[src/hw/rtl/msvg_dly.sv]
`default_nettype none
module msvg_dly #(
  parameter int W = 16,
  parameter int D = 1
) (
  input  wire logic         clk_i,
  input  wire logic         en_i,
  input  wire logic [W-1:0] d_i,
  output logic      [W-1:0] q_o
);

  logic [W-1:0] pipe_q [D];

  // alignment shift line, advances with the pipeline
  always_ff @(posedge clk_i) begin
    if (en_i) begin
      pipe_q[0] <= d_i;
      for (int i = 1; i < D; i++) begin
        pipe_q[i] <= pipe_q[i-1];
      end
    end
  end

  assign q_o = pipe_q[D-1];

endmodule
`default_nettype wire

[config.mk]
export PLATFORM = sky130hd
export DESIGN_NAME = msvg_dly
export DESIGN_NICKNAME = d
export VERILOG_FILES = /design/src/hw/rtl/msvg_dly.sv
export SDC_FILE = /design/constraint.sdc
export NUM_CORES = 1
export LEC_CHECK = 0
export BUFFER_PORTS_ARGS = -buffer_cell sky130_fd_sc_hd__buf_2
export CORE_ASPECT_RATIO = 1.1
export CORE_UTILIZATION = 33
export DETAILED_ROUTE_END_ITERATION = 6
export HOLD_SLACK_MARGIN = 0.12
export PLACE_DENSITY_LB_ADDON = 0.08
export SLEW_MARGIN = 20
export SYNTH_ARGS = -nofsm -noshare
export SYNTH_HDL_FRONTEND = slang
export SYNTH_SLANG_ARGS = --single-unit
export TNS_END_PERCENT = 1
[constraint.sdc]
create_clock -name clk_i -period 0.8 [get_ports clk_i]
set_clock_uncertainty 0.15 [all_clocks]
set_input_delay 0.16 -clock clk_i [delete_from_list [all_inputs] [get_ports clk_i]]
set_output_delay 0.16 -clock clk_i [all_outputs]
set_load 0.01 [all_outputs]
==> impl_metrics.csv <==
group,metric,value,unit
die,die_w,38.4,um
cells_and_area,multiInputGateArea,0,um2
critical_path,cp-start-kind,"flop",
sta,relSlewSlack,0.930,
logic_synthesis,synth_area_leaders,"edfxtp_1",
sta,worstMarginPinSlew,0.106,ns
cells_and_area,area_growth,52.3,%
cells_and_area,drive_gt1_frac,0.691,
logic_synthesis,synthesis.area,480,um2
die,ios,34,
global_routing,antenna_found_initial,0,
global_routing,grt_pass1_wl,1.10,mm
cells_and_area,diodes,0,
clock_network,clock-sinks,16,
critical_path,cp-end-kind,"primary output",
routing,viasPerCell,4.14,
sta,hold_ws,-0.100,ns
sta,setup_ws,-0.308,ns
die,core-area,1370,um2
sta,rsz0062_at_grt,"true",
critical_path,slowest_delay,0.37,ns
routing,remaining_drc_errors,0,
place,numPortBuffers,33,
logic_synthesis,synth.most_common_cell,"edfxtp_1",
logic_synthesis,ys_ff_latch,16,
sta,post-route-period-util,1.39,
cells_and_area,top_register,"pipe_q",
routing,drt-total-wl,763,um
routing,drt-pass1-iter-count,2,
pwr,p_leak,0.000321,uW
die,die_h,42.0,um
cells_and_area,largest_reg_flops,16,
logic_synthesis,synth_edf_count,16,
routing,drt_iter0_drc,2,
clock_network,cts_tree,"built",
cells_and_area,filler_cell_count,121,
critical_path,cp.buffers_inverters,1,
logic_synthesis,synth_top_area_cell,"edfxtp_1",
pwr,ir_drop,1.34,mV
cells_and_area,reg_top3,"pipe_q (16)",
clock_network,postCtsSetupRepairBufs,0,
place,gp_congestion,0.592,
cells_and_area,fin_cells,71,
logic_synthesis,yosys_warnings,0,
pwr,powerDensity,2170,nW/um2
sta,setup_violations,16,
clock_network,numCtsBuffers,3,
global_routing,track_usage,0.109,
job,drv_cap,0,
sta,fmax,902,MHz
logic_synthesis,syn-num-nets,34,
global_routing,grt_max_degree,10,
global_routing,overflow,0,
critical_path,path_cells,"buf_2",
logic_synthesis,synth_ff_type,"edfxtp_1",
clock_network,clock_path_buffers,2,
clock_network,cts-root-buf,"clkbuf_4",
routing,num_vias,294,
run_status,violations,"hold timing, setup timing",
logic_synthesis,synth_cells,16,
sta,fin_crit,1.11,ns
critical_path,arrival,0.80,ns
sta,slew_viol_final,0,
place,placed_cell_area,706,um2
cells_and_area,final_nets,74,
clock_network,cts.repair.resized,0,
die,die_area,1610,um2
logic_synthesis,synthTopCellsByCount,"edfxtp_1",
logic_synthesis,post_synth.cell_area_avg,30.0,um2
run_status,status,"finished with violations",
routing,ant_nets,0,
hold_path,holdCritPathClass,"input pin to flop",
sta,final.setup.tns,-4.63,ns
logic_synthesis,synth_cell_type_count,1,
cells_and_area,stdcell_area,732,um2
die,fp-row-count,14,
critical_path,cp_top_family,"flip-flops",
critical_path,critPathRequiredTime,0.49,ns
critical_path,worstPathMaxFanout,1,
place,dp_cells,67,
logic_synthesis,ys_seq_area_frac,1.00,
global_routing,grt_pass1_vias,259,
cells_and_area,multi_input_cells,0,
logic_synthesis,async_flop_share,0,
sta,hold_viol,16,
routing,wire_per_inst,10.7,um
clock_network,htree_levels,1,
logic_synthesis,synth_top_area_frac,1.00,
clock_network,cts.clk_slew.worst_paths,0.09,ns
critical_path,path_class,"flop to primary output",
die,floorplan.initialDensity,0.352,
critical_path,critPathSlowestCell,"edfxtp_1",
-- layer usage --
layer | share of wire | wire, um | track usage | vias up
li1 | - | - | - | 144
met1 | 0.37 | 280 | 0.130 | 128
met2 | 0.52 | 397 | 0.149 | 20
met3 | 0.093 | 71 | 0.0479 | 2
met4 | 0.018 | 14 | 0.0828 | 0
met5 | 0 | 0 | 0 | -
-- where the power goes --
group | internal (uW) | switching (uW) | total (uW)
clock | 181 | 231 | 412
combinational | 88.8 | 81.6 | 170
sequential | 994 | 12.3 | 1010
total | 1260 | 325 | 1590
-- stage by stage --
stage	utilization	setup slack, ns	power, uW
floorplan	-	0.0962	1070
global placement	0.516	-0.0696	1200
detailed placement	0.516	-0.0782	1200
CTS	0.536	-0.324	1610
global route	0.536	-0.354	1660
finish	0.536	-0.308	1590
-- area by class of cell --
cell class              instances  area [um2]  area share
clock buffers                   3        22.5      0.0308
clock inverters                 1        3.75     0.00513
flip-flops and latches         16         480       0.656
well taps                      16        20.0      0.0274
repair buffers                 35         205       0.280
-- kinds of logic after synthesis --
family / Yosys count / share of synthesized area
flip-flops: 16 / 1.00
-- layout by cell type, fill, tap and decap left out --
cell type / instances
buf_2: 33
edfxtp_1: 16
clkbuf_4: 3
buf_12: 2
clkinv_1: 1
-- final timing paths --
check | from | endpoint | cells after the start
max | pipe_q[0][4] | q_o[4] | 1
min | d_i[15] | pipe_q[0][15] | 1
(Power assumes the default switching activity.)
