<file path="src/hw/rtl/msvg_pkg.sv">
`default_nettype none
package msvg_pkg;

  // CORDIC shared by the rotation and vectoring units
  localparam int CORDIC_STEPS    = 24;
  localparam int CORDIC_GAIN_Q30 = 652032874;
  localparam int ROT_LAT         = CORDIC_STEPS + 2;
  localparam int VEC_LAT         = CORDIC_STEPS + 2;

  // dividers: 9-bit index shifted up by 31, or 8-bit segment shifted up by 32
  localparam int DIV_W    = 40;
  localparam int LVL_W    = 8;
  // isqrt: 16 iterations plus the cap register
  localparam int SQRT_LAT = 17;

  // radians to binary turns, 2^32 / 2pi
  localparam logic signed [31:0] RAD_TO_TURNS = 32'sd683565276;

  // configuration register indexes
  localparam logic [2:0] REG_TWIST    = 3'd0;
  localparam logic [2:0] REG_CONVEX   = 3'd1;
  localparam logic [2:0] REG_ZROT     = 3'd2;
  localparam logic [2:0] REG_LAT_LVL  = 3'd3;
  localparam logic [2:0] REG_LON_LVL  = 3'd4;
  localparam logic [2:0] REG_OPEN_TOP = 3'd5;
  localparam logic [2:0] REG_EQ_AREA  = 3'd6;
  localparam logic [2:0] REG_WITH_TEX = 3'd7;

  // atan(2^-i) in binary turns
  function automatic logic [31:0] atan_turn(input int i);
    case (i)
      0:  atan_turn = 32'h20000000;
      1:  atan_turn = 32'h12E4051E;
      2:  atan_turn = 32'h09FB385B;
      3:  atan_turn = 32'h051111D4;
      4:  atan_turn = 32'h028B0D43;
      5:  atan_turn = 32'h0145D7E1;
      6:  atan_turn = 32'h00A2F61E;
      7:  atan_turn = 32'h00517C55;
      8:  atan_turn = 32'h0028BE53;
      9:  atan_turn = 32'h00145F2F;
      10: atan_turn = 32'h000A2F98;
      11: atan_turn = 32'h000517CC;
      12: atan_turn = 32'h00028BE6;
      13: atan_turn = 32'h000145F3;
      14: atan_turn = 32'h0000A2FA;
      15: atan_turn = 32'h0000517D;
      16: atan_turn = 32'h000028BE;
      17: atan_turn = 32'h0000145F;
      18: atan_turn = 32'h00000A30;
      19: atan_turn = 32'h00000518;
      20: atan_turn = 32'h0000028C;
      21: atan_turn = 32'h00000146;
      22: atan_turn = 32'h000000A3;
      23: atan_turn = 32'h00000051;
      default: atan_turn = 32'h0;
    endcase
  endfunction

endpackage
`default_nettype wire

</file>
<file path="src/hw/rtl/msvg_div.sv">
`default_nettype none
module msvg_div import msvg_pkg::*; #(
  parameter int N  = DIV_W,
  parameter int DW = LVL_W
) (
  input  wire logic          clk_i,
  input  wire logic          en_i,
  input  wire logic [N-1:0]  dividend_i,
  input  wire logic [DW-1:0] divisor_i,
  output logic      [N-1:0]  quot_o
);

  logic [DW-1:0] rem_q  [N];
  logic [N-1:0]  work_q [N];

  // restoring divider, one quotient bit per stage, MSB first
  for (genvar s = 0; s < N; s++) begin : g_stage
    logic [DW-1:0] rem_in;
    logic [N-1:0]  work_in;
    logic [DW:0]   trial;
    logic          take;

    if (s == 0) begin : g_first
      assign rem_in  = '0;
      assign work_in = dividend_i;
    end else begin : g_next
      assign rem_in  = rem_q[s-1];
      assign work_in = work_q[s-1];
    end

    assign trial = {rem_in, work_in[N-1]};
    assign take  = trial >= {1'b0, divisor_i};

    always_ff @(posedge clk_i) begin
      if (en_i) begin
        rem_q[s]  <= take ? DW'(trial - {1'b0, divisor_i}) : trial[DW-1:0];
        work_q[s] <= {work_in[N-2:0], take};
      end
    end
  end

  assign quot_o = work_q[N-1];

endmodule
`default_nettype wire

</file>
<file path="config.mk">
export PLATFORM = sky130hd
export DESIGN_NAME = msvg_div
export DESIGN_NICKNAME = d
export VERILOG_FILES = /design/src/hw/rtl/msvg_pkg.sv /design/src/hw/rtl/msvg_div.sv
export SDC_FILE = /design/constraint.sdc
export NUM_CORES = 2
export LEC_CHECK = 0
export BUFFER_PORTS_ARGS = -buffer_cell sky130_fd_sc_hd__clkbuf_2
export CAP_MARGIN = 20
export CORE_MARGIN = 10
export CORE_UTILIZATION = 45
export DETAILED_ROUTE_END_ITERATION = 10
export SETUP_SLACK_MARGIN = 0.15
export SLEW_MARGIN = 30
export SYNTH_ARGS = -nofsm -noshare
export SYNTH_HDL_FRONTEND = slang
export SYNTH_SLANG_ARGS = --single-unit
</file>
<file path="constraint.sdc">
create_clock -name clk_i -period 4.9 [get_ports clk_i]
set_clock_uncertainty 0.1 [all_clocks]
set_input_delay 0.735 -clock clk_i [delete_from_list [all_inputs] [get_ports clk_i]]
set_output_delay 0.735 -clock clk_i [all_outputs]
set_load 0.01 [all_outputs]
</file>
==> results.py <==
metrics = {
    "cells_and_area": {
        "fin_nets": 4923,
        "diodes": 0,
        "mostFrequentLayoutCell": "edfxtp_1",
        "layout_common_cells": "edfxtp_1 (1912), ha_1 (314), o21ai_0 (206)",
        "drive_gt1_share_pct": 14.09,
        "fillers": 13220,
        "syn2layout_area_growth_pct": 14.21,
        "utilization_pct": 51.66,
    },
    "setup_path": {
        "slowest_stage": "clkinv_1",
        "cp-start-kind": "primary input",
        "crit_required_ps": 5330,
        "crit_path_end_kind": "flop",
        "crit_chain": "clkbuf_2 -> clkinv_1 -> buf_4 -> ha_1 -> and2_1 -> a221oi_2 -> buf_4 -> o21ai_0",
        "crit_type": "in -> reg",
        "crit_top_cell": "buf_4",
        "max_stage_delay_ps": 610,
        "critPathArrivalTime_ps": 3440,
        "cp_max_fo": 13,
    },
    "cts": {
        "cts_root_buf": "clkbuf_16",
        "post_cts_resized": 0,
        "clockBufferDepth": 3,
        "ctsHoldBuffers": 39,
        "cts_tree": "done",
        "cts_setup_buffers": 0,
        "cts_max_level": 4,
        "cts.sinks": 1912,
        "cts_made_buffers": 196,
        "clk_latency_ps": 810,
        "path_clk_slew_ps": 60,
    },
    "pwr": {
        "power.density_mw_per_mm2": 552.1,
        "leakagePower_nw": 30.36,
        "power_w": 0.04694,
        "ir_drop_uv": 334.1,
    },
    "synth": {
        "yosysWarnings": 0,
        "synth_edf_count": 1912,
        "ys_types": 63,
        "synth.top_cell.area_share_pct": 77.12,
        "ys_seq_area_share_pct": 77.12,
        "synth_ff_type": "edfxtp_1",
        "ys_ff_latch": 1912,
        "synth_top_area_cell": "edfxtp_1",
        "syn_nets": 4545,
        "yosys-top-cells-area": "edfxtp_1 (77%), ha_1 (5.3%), mux2_2 (1.8%)",
        "async_flop_share_pct": 0,
        "postSynthCellCount": 4143,
        "syn_area_per_cell_sq_um": 17.97,
        "synth_area_sq_mm": 0.07445,
    },
    "outcome": {
        "status": "completed",
    },
    "run": {
        "cap_violations": 0,
    },
    "sta": {
        "rsz0062_at_grt": "false",
        "hold_slack_ps": 204.7,
        "final-max-slew-violation-count": 0,
        "max-slew-margin-rel_pct": 36.54,
        "hold_viol": 0,
        "tns_ps": 0,
        "tightest_slew_ps": 951.8,
        "finalCritPeriodShare_pct": 61.55,
        "timing.fmax_ghz": 0.3316,
        "setup_ws_ps": 1884,
        "fin_crit_ps": 3016,
        "finalSetupViolations": 0,
    },
    "routing": {
        "drt-initial-drc-count": 2275,
        "drt_pass1_iterations": 4,
        "routedWlPerCell_microns": 16.39,
        "vias": 34910,
        "drt-vias-per-instance": 5.078,
        "drcViolationCount": 0,
        "drt_wl_total_mm": 112.7,
        "ant_nets": 0,
    },
    "grt": {
        "grt_pass1_wl_mm": 184.3,
        "grt_antenna_before_repair": 0,
        "grt_pass1_vias": 35580,
        "grt_util_all_layers_pct": 12.40,
        "grt_overflow": 0,
        "grt_max_degree": 127,
    },
    "placed_design": {
        "pre_cts_ws_ps": 1001,
        "portBuffers": 89,
        "gp_congestion": 0.8267,
        "dp_hpwl_mm": 67.17,
    },
    "floorplan": {
        "core-area_sq_mm": 0.1646,
        "start_util_pct": 45.23,
        "ioPinCount": 90,
        "die-area_sq_mm": 0.1821,
        "die_h_microns": 426.8,
        "die_w_microns": 426.8,
        "row_count": 149,
    },
    "min_path": {
        "hp-class": "in -> reg",
    },
}
[cell usage after synthesis, types with 38 or more instances]
cell,number
inv_1,167
fa_1,38
o21ai_0,206
edfxtp_1,1912
a21oi_1,184
xor2_1,50
nor2b_1,60
nand3_1,57
nor2_1,97
xnor2_1,69
nand2b_1,51
ha_1,314
mux2_2,116
o21a_1,61
nand2_1,170
mux2i_1,61
a21o_1,67
[cells by family after synthesis]
kind of cell | count (synthesis) | synth area share [%]
flip-flops | 1912 | 77.12
multiplexers | 187 | 2.776
buffers and inverters | 187 | 1.015
adder cells (fa/ha/maj) | 352 | 6.299
XOR/XNOR | 119 | 1.400
AND/OR/NAND/NOR | 614 | 4.275
AO/OA/AOI/OAI | 772 | 7.116
[worst max-delay path: cells and delay by family]
family                     cells  cell delay, ps
adders and majority gates      1             380
buffers and inverters          4            1470
and+or+nand+nor                1             180
AOI/OAI and AO/OA              2             640
[per-layer routing]
layer	track usage [%]	up-vias	wire [microns]
met5	0	-	0
met3	2.758	236	4580
li1	-	17040	-
met4	4.343	0	3269
met2	20.18	519	53780
met1	16.43	17110	51060
[power by group]
group	total (W)	switching, W	internal, W
combinational	0.0107	0.00575	0.00495
clock	0.0142	0.00619	0.00804
sequential	0.0220	0.000956	0.0211
[cell type report]
type | instances | area (sq um) | area share (%)
multi-input combinational | 2044 | 16280 | 19.14
sequential | 1912 | 57420 | 67.52
inverter | 168 | 633.1 | 0.7445
timing repair buffer | 199 | 1662 | 1.954
tap | 2189 | 2739 | 3.221
clock buffer | 227 | 5042 | 5.930
clock inverter | 135 | 1262 | 1.485
[worst paths after layout]
kind                       from        endpoint  slack [ps]  depth (start not counted)
hold / removal     divisor_i[2]     rem_q[0][3]         200                          2
setup reg to reg   rem_q[0][45]    rem_q[0][55]        2320                          7
setup / recovery   divisor_i[7]     rem_q[2][3]        1880                          8
hold reg to reg   work_q[3][87]  work_q[3][128]         290                          0
[registers in the layout, summed over array words and instances, names as in the netlist]
name	flops
rem_q	312
work_q	1600
[stage by stage]
step | cells | area [sq um]
after floorplan | 4143 | 74450
after CTS | 6873 | 85030
after global routing | 6874 | 85030
final | 6874 | 85030
after detailed placement | 6472 | 78330
after global placement | 6472 | 78330
(Power assumes the default switching activity.)
