`config.mk`:
```
export PLATFORM = sky130hd
export DESIGN_NAME = msvg_sqrt
export DESIGN_NICKNAME = d
export VERILOG_FILES = /design/src/hw/rtl/msvg_pkg.sv /design/src/hw/rtl/msvg_sqrt.sv
export SDC_FILE = /design/constraint.sdc
export NUM_CORES = 1
export LEC_CHECK = 0
export ABC_AREA = 0
export BUFFER_PORTS_ARGS = -buffer_cell sky130_fd_sc_hd__clkbuf_2
export CAP_MARGIN = 30
export CORE_ASPECT_RATIO = 1.25
export CORE_MARGIN = 4
export CORE_UTILIZATION = 45
export CTS_CLUSTER_SIZE = 8
export DETAILED_ROUTE_END_ITERATION = 10
export GPL_TIMING_DRIVEN = 1
export MAX_ROUTING_LAYER = met4
export PLACE_DENSITY = 0.7
export REMOVE_ABC_BUFFERS = 1
export SETUP_SLACK_MARGIN = 0.02
export SLEW_MARGIN = 40
export SYNTH_ARGS = -nofsm -noshare
export SYNTH_HDL_FRONTEND = slang
export SYNTH_SLANG_ARGS = --single-unit
export TNS_END_PERCENT = 1
```
`constraint.sdc`:
```
create_clock -name clk_i -period 8 [get_ports clk_i]
set_clock_uncertainty 0.05 [all_clocks]
set_input_delay 2.4 -clock clk_i [delete_from_list [all_inputs] [get_ports clk_i]]
set_output_delay 2.4 -clock clk_i [all_outputs]
set_load 0.005 [all_outputs]
```
`src/hw/rtl/msvg_pkg.sv`:
```
`default_nettype none
package msvg_pkg;

  // CORDIC shared by the rotation and vectoring units
  localparam int CORDIC_STEPS    = 24;
  localparam int CORDIC_GAIN_Q30 = 652032874;
  localparam int ROT_LAT         = CORDIC_STEPS + 2;
  localparam int VEC_LAT         = CORDIC_STEPS + 2;

  // dividers: 9-bit index shifted up by 31, or 8-bit segment shifted up by 32
  localparam int DIV_W    = 40;
  localparam int LVL_W    = 8;
  // isqrt: 16 iterations plus the cap register
  localparam int SQRT_LAT = 17;

  // radians to binary turns, 2^32 / 2pi
  localparam logic signed [31:0] RAD_TO_TURNS = 32'sd683565276;

  // configuration register indexes
  localparam logic [2:0] REG_TWIST    = 3'd0;
  localparam logic [2:0] REG_CONVEX   = 3'd1;
  localparam logic [2:0] REG_ZROT     = 3'd2;
  localparam logic [2:0] REG_LAT_LVL  = 3'd3;
  localparam logic [2:0] REG_LON_LVL  = 3'd4;
  localparam logic [2:0] REG_OPEN_TOP = 3'd5;
  localparam logic [2:0] REG_EQ_AREA  = 3'd6;
  localparam logic [2:0] REG_WITH_TEX = 3'd7;

  // atan(2^-i) in binary turns
  function automatic logic [31:0] atan_turn(input int i);
    case (i)
      0:  atan_turn = 32'h20000000;
      1:  atan_turn = 32'h12E4051E;
      2:  atan_turn = 32'h09FB385B;
      3:  atan_turn = 32'h051111D4;
      4:  atan_turn = 32'h028B0D43;
      5:  atan_turn = 32'h0145D7E1;
      6:  atan_turn = 32'h00A2F61E;
      7:  atan_turn = 32'h00517C55;
      8:  atan_turn = 32'h0028BE53;
      9:  atan_turn = 32'h00145F2F;
      10: atan_turn = 32'h000A2F98;
      11: atan_turn = 32'h000517CC;
      12: atan_turn = 32'h00028BE6;
      13: atan_turn = 32'h000145F3;
      14: atan_turn = 32'h0000A2FA;
      15: atan_turn = 32'h0000517D;
      16: atan_turn = 32'h000028BE;
      17: atan_turn = 32'h0000145F;
      18: atan_turn = 32'h00000A30;
      19: atan_turn = 32'h00000518;
      20: atan_turn = 32'h0000028C;
      21: atan_turn = 32'h00000146;
      22: atan_turn = 32'h000000A3;
      23: atan_turn = 32'h00000051;
      default: atan_turn = 32'h0;
    endcase
  endfunction

endpackage
`default_nettype wire

```
`src/hw/rtl/msvg_sqrt.sv`:
```
`default_nettype none
module msvg_sqrt import msvg_pkg::*; (
  input  wire logic               clk_i,
  input  wire logic               en_i,
  input  wire logic        [30:0] rad_i,
  output logic signed      [15:0] root_o
);

  localparam int STEPS = SQRT_LAT - 1;
  localparam int VW    = 32;

  logic [VW-1:0]      v_q [STEPS];
  logic [VW-1:0]      r_q [STEPS];
  logic signed [15:0] root_q;

  // digit-by-digit square root, one result bit per stage
  for (genvar s = 0; s < STEPS; s++) begin : g_iter
    localparam logic [VW-1:0] BITV = VW'(1) << (2 * (STEPS - 1 - s));
    logic [VW-1:0] v_in, r_in, sum;

    if (s == 0) begin : g_first
      assign v_in = VW'(rad_i);
      assign r_in = '0;
    end else begin : g_next
      assign v_in = v_q[s-1];
      assign r_in = r_q[s-1];
    end

    assign sum = r_in + BITV;

    always_ff @(posedge clk_i) begin
      if (en_i) begin
        if (v_in >= sum) begin
          v_q[s] <= v_in - sum;
          r_q[s] <= (r_in >> 1) + BITV;
        end else begin
          v_q[s] <= v_in;
          r_q[s] <= r_in >> 1;
        end
      end
    end
  end

  // root of 2^30 caps to the Q1.15 maximum
  always_ff @(posedge clk_i) begin
    if (en_i) begin
      root_q <= (r_q[STEPS-1] > VW'(32767)) ? 16'sh7FFF : $signed(r_q[STEPS-1][15:0]);
    end
  end

  assign root_o = root_q;

endmodule
`default_nettype wire

```
==> reports/metrics.yaml, run 1 <==
grt_first_pass_wirelength_mm: 94.1
drtIter0Drc: 1233
max_freq_mhz: 194
critPathLaunchType: "primary input"
vias_per_cell: 5.60
grt_max_degree: 180
setup_viol: 0
finalSetupTns_ps: 0
syn-cell-area_um2: 29800
n_antenna_cell: 0
worst-path-max-fanout: 89
yosys.area.top_type: "edfxtp_1"
finalNonFillerCells: 3274
seq_area_frac_synth: 0.637
htreeDepth: 3
finalWorstSetupSlack_ps: 2830
crit_end: "v_q[1][220]$_DFFE_PP_"
fin_crit_sh: 0.646
cellPowerDensity_nw_per_um2: 268
drive_above_1_share: 0.0947
cts_buffer_depth: 3
worstPathRequired_ps: 8320
rsz0062_at_grt: "false"
synth-edff-count: 632
layout.nets: 2591
maxSlewViolCount: 0
wirelength_mm: 59.7
die_x_um: 238
reg2reg_slack_ps: 4390
cts_resized: 0
grt_pass1_vias: 19600
post-route-drc-count: 0
num_rows: 105
reg2regPathDepth: 8
status: "finished clean"
p_leak_nw: 12.5
end_kind: "flip-flop"
ant_nets: 0
grt_usage: 0.173
synth_async_sr_flop_share: 0
drt-wirelength-per-cell_um: 18.2
hold_buffers: 0
cap_violations: 0
clkSinkCount: 632
portBuffers: 48
critPathLaunch: "en_i"
tightestPinTransition_ps: 914
min_path_cells: 0
cts_tree: "done"
final_cell_mix: "632 x edfxtp_1, 181 x inv_1, 159 x nor2_1, 148 x ha_1, 142 x a21oi_1"
place_inst: 3174
dp_hpwl_mm: 42.8
hold_viol: 0
netlist_instances: 2312
antenna_found_initial: 0
dr.pass1.iters: 5
clock_latency_ps: 640
num_vias: 18300
relSlewSlack: 0.385
cp.arrival_ps: 5480
synthTopCellsByArea: "edfxtp_1 64%, ha_1 6.2%, xnor2_1 3.2%"
rr_startpoint: "v_q[1][167]$_DFFE_PP_"
core_um2: 65700
io_pins: 49
cts_made_buffers: 89
area_growth_pct: 12.5
gp_congestion: 1.03
initial_core_util: 0.454
root_buffer: "clkbuf_16"
post_cts_buffers: 0
die_h_um: 296
synth_top_area_share: 0.637
grt-ovfl-total: 0
fp.dieArea_um2: 70500
path_class: "in2reg"
holdCritPathClass: "reg2reg"
period_minus_slack_ps: 5170
post_synth_num_cell_types: 74
ys_seq_elements: 632
fill_cells: 5389
pre_cts_ws_ps: 2200
path_clk_slew_ps: 50
r2r_end: "v_q[1][220]$_DFFE_PP_"
syn_area_per_cell_um2: 12.9
synth_warnings: 0
layout_commonest_cell: "edfxtp_1"
synth-main-ff-cell: "edfxtp_1"
irDropWorstVdd_mv: 0.216
-- area by class of cell --
class,instances,area [µm²],area share
Clock buffer,92,2260,0.0674
Clock inverter,7,175,0.00522
Inverter,182,683,0.0204
Sequential cell,632,19000,0.566
Tap cell,856,1070,0.0319
Multi-Input combinational cell,1445,9970,0.297
Timing Repair Buffer,60,397,0.0118
-- metrics by stage --
stage	util	cell area, µm²	power (W)	hold WS (ps)
detailed placement	0.473	31000	0.00570	377
finish	0.510	33500	0.00898	377
global route	0.510	33500	0.00938	383
CTS	0.510	33500	0.00905	382
global placement	0.472	31000	0.00564	379
floorplan	-	29600	0.00528	367
-- state kept, by name (all words and copies together), names as in the netlist --
name / flops
v_q: 480
root_o: 16
r_q: 136
-- worst min-delay path by stage --
stage                     slack, ps                  start               endpoint
after floorplan                 370  v_q[0][207]$_DFFE_PP_  v_q[0][239]$_DFFE_PP_
after global placement          380   v_q[0][66]$_DFFE_PP_   v_q[0][98]$_DFFE_PP_
after detailed placement        380   v_q[0][66]$_DFFE_PP_   v_q[0][98]$_DFFE_PP_
after CTS                       380    v_q[1][9]$_DFFE_PP_   v_q[1][41]$_DFFE_PP_
after global routing            380  v_q[0][231]$_DFFE_PP_    v_q[1][7]$_DFFE_PP_
final                           380    v_q[1][3]$_DFFE_PP_   v_q[1][35]$_DFFE_PP_
-- critical path: stages --
cell and delay (ps):
buf_8 460, or4b_2 640, nor3_1 190, o41ai_2 120
nor3_1 150, and2_4 350, clkinv_1 640, nand4b_1 360
xnor2_1 90
-- cells in the mapped netlist (all sizes together) (22+ instances only) --
cell and number:
nand4 30, inv 181, or2 22, o21ai 101, nor3 65, or3 29, o21a 27, a21o 28
nor4 58, a21oi 142, nor2b 26, nand2 118, nor2 160, edfxtp 632, xor2 87, nand2b 24
nand3 39, ha 148, clkbuf 38, xnor2 108
-- per-layer routing --
metal,track usage,vias to the layer above,share of wire
met2,0.360,471,0.59
met5,-,-,0
met3,0.0257,214,0.032
met1,0.132,8881,0.31
li1,-,8772,-
met4,0.110,0,0.063
-- power breakdown --
part           internal (W)  total [W]  switching (W)  leakage [nW]
clock               0.00199    0.00331        0.00132          1.18
combinational      0.000556    0.00130       0.000743          5.30
sequential          0.00412    0.00437       0.000252          6.03
total               0.00667    0.00898        0.00231          12.5
-- cells by family after synthesis --
| logic type | Yosys count | synth area share |
|---|---|---|
| xor gates and xnor gates | 195 | 0.0573 |
| and+or+nand+nor | 668 | 0.120 |
| other | 1 | 0.000126 |
| muxes | 24 | 0.00894 |
| buffers and inverters | 235 | 0.0304 |
| adders and majority gates | 148 | 0.0621 |
| AOI/OAI and AO/OA | 409 | 0.0847 |
| DFF | 632 | 0.637 |
(Power assumes the default switching activity.)
==> inputs of run 2 (changes only) <==
==> constraint.sdc (replaced) <==
create_clock -name clk_i -period 5.39 [get_ports clk_i]
set_clock_uncertainty 0.05 [all_clocks]
set_input_delay 1.617 -clock clk_i [delete_from_list [all_inputs] [get_ports clk_i]]
set_output_delay 1.617 -clock clk_i [all_outputs]
set_load 0.005 [all_outputs]
==> run 2 against run 1 <==
Effect of this change:
- combinational power grew 48%
- worst setup slack lost 1600 ps
- routed wire length shrank 0.28%
- sequential share of layout area is essentially flat
- first-iteration DRC count shrank 19%
- critical endpoint is now v_q[1][213]$_DFFE_PP_
- largest power group unchanged
==> reports/metrics.yaml, run 2 (synthesis gave the netlist of run 1 again) <==
grt_max_degree: 121  # -33%
gp_congestion: 0.969  # -5.8%
die_x_um: 238  # unchanged
path_class: "in2reg"
die_h_um: 296  # unchanged
top_layer: "met4"
layout_commonest_cell: "edfxtp_1"
largest_register: "v_q"
drive_above_1_share: 0.0938  # -0.000866
portBuffers: 48  # unchanged
holdWs_ps: 385  # +8.11 ps
drt-met1-wl_mm: 18.3  # -1.2%
dr.pass1.iters: 7  # +2
root_buffer: "clkbuf_16"
cellPowerDensity_nw_per_um2: 396  # +48%
layout.nets: 2595  # +0.15%
final_core_util: 0.510  # about the same
post_cts_buffers: 0  # unchanged
irDropWorstVdd_mv: 0.307  # +42%
finalNonFillerCells: 3275  # +0.031%
post-route-drc-count: 0  # unchanged
area_growth_pct: 12.4  # about the same
clock_latency_ps: 630  # about the same
fin_crit_sh: 0.770
p_leak_nw: 12.5  # about the same
hold_buffers: 0  # unchanged
clkSinkCount: 632  # unchanged
antenna_found_initial: 1  # +1
n_antenna_cell: 0  # unchanged
period_minus_slack_ps: 4150
io_pins: 49  # unchanged
cpMostUsedCell: "nor3_1"
num_vias: 18400  # +0.27%
drtIter0Drc: 1000  # -19%
cp_cell_sequence: "buf_8, or4b_2, nor3_1, o41ai_2, nor3_1, and2_4, clkinv_1, nand4_1, xnor2_1"
worst-path-max-fanout: 26  # -71%
tightestPinTransition_ps: 807  # -107 ps
critical-path-max-stage-delay_ps: 670  # +30 ps
hold_viol: 0  # unchanged
cts_resized: 0  # unchanged
maxSlewViolCount: 0  # unchanged
relSlewSlack: 0.461  # +0.0762
place_inst: 3180  # +0.19%
initial_core_util: 0.454  # unchanged
finalSetupTns_ps: 0  # unchanged
cp_slowest_cell: "clkinv_1"
wirelength_mm: 59.6  # -0.28%
num_rows: 105  # unchanged
grt-ovfl-total: 0  # unchanged
drt-wirelength-per-cell_um: 18.2  # -0.31%
htreeDepth: 3  # unchanged
dr_wl_met3_mm: 2.09  # +9.3%
cp.arrival_ps: 4460  # -1020 ps
seqCellArea_um2: 19000  # unchanged
cts_made_buffers: 88  # -1.1%
path_buf_inv: 2  # unchanged
status: "finished clean"
fp.dieArea_um2: 70500  # unchanged
vias_per_cell: 5.61  # +0.24%
end_kind: "flip-flop"
largest_register_ffs: 480  # unchanged
rsz0062_at_grt: "false"
grt_first_pass_wirelength_mm: 93.4  # -0.81%
core_um2: 65700  # unchanged
cap_violations: 0  # unchanged
dp_hpwl_mm: 42.9  # about the same
final_cell_mix: "632 x edfxtp_1, 181 x inv_1, 160 x nor2_1, 148 x ha_1, 142 x a21oi_1"
grt_usage: 0.171  # -0.00145
cts_buffer_depth: 3  # unchanged
path_delay_family: "simple AND/OR/NAND/NOR gates"
max_freq_mhz: 241
critPathLaunchType: "primary input"
met2_wirelength_mm: 34.9  # -1.7%
cts_tree: "done"
grt_pass1_vias: 19600  # +0.23%
setup_viol: 0  # unchanged
path_clk_slew_ps: 50  # about the same
ant_nets: 0  # unchanged
multi_input_area_um2: 9940  # -0.21%
holdCritPathClass: "reg2reg"
worstPathRequired_ps: 5700  # -2620 ps
fill_cells: 5387  # -0.037%
run 2: changes by cell type in the layout (fill, tap and decap cells not counted), moves of 2 or more:
cell       change
clkbuf_1       -2
clkbuf_16      -2
buf_6          -2
buf_4          +6
run 2: path summary, 6_finish.rpt:
check / start / cells after the start / end / slack [ps]
worst max-delay path: en_i / 9 / v_q[1][213]$_DFFE_PP_ / 1240
worst min-delay path: v_q[1][0]$_DFFE_PP_ / 0 / v_q[1][32]$_DFFE_PP_ / 390
worst max register to register: v_q[1][167]$_DFFE_PP_ / 8 / v_q[1][213]$_DFFE_PP_ / 1740
worst min register to register: v_q[1][0]$_DFFE_PP_ / 0 / v_q[1][32]$_DFFE_PP_ / 390
run 2: metrics by stage:
| stage | area (µm²) | worst slack, ps | power [W] |
|---|---|---|---|
| 2_1_floorplan | 29600 | 1310 | 0.00784 |
| 3_3_place_gp | 31100 | 699 | 0.00834 |
| 3_5_place_dp | 31100 | 690 | 0.00847 |
| 4_1_cts | 33500 | 1340 | 0.0133 |
| 5_1_grt | 33500 | 1040 | 0.0138 |
| 6_report | 33500 | 1240 | 0.0133 |
run 2: where the power goes:
| part | internal [W] | switching [W] | leakage, nW |
|---|---|---|---|
| combinational | 0.000826 | 0.00111 | 5.32 |
| clock | 0.00289 | 0.00195 | 1.15 |
| sequential | 0.00612 | 0.000371 | 6.03 |
| total | 0.00983 | 0.00342 | 12.5 |
run 2: metal layers:
layer / GRT usage / vias to the layer above
met5: - / -
met1: 0.131 / 8843
met3: 0.0293 / 255
li1: - / 8784
met2: 0.351 / 505
met4: 0.115 / 0
run 2: final cells by class:
cell class,count,share of cell area
tap,856,0.0320
multi-input combinational,1445,0.297
sequential,632,0.566
clock buffer,88,0.0657
timing repair buffer,65,0.0133
inverter,182,0.0204
clock inverter,7,0.00523
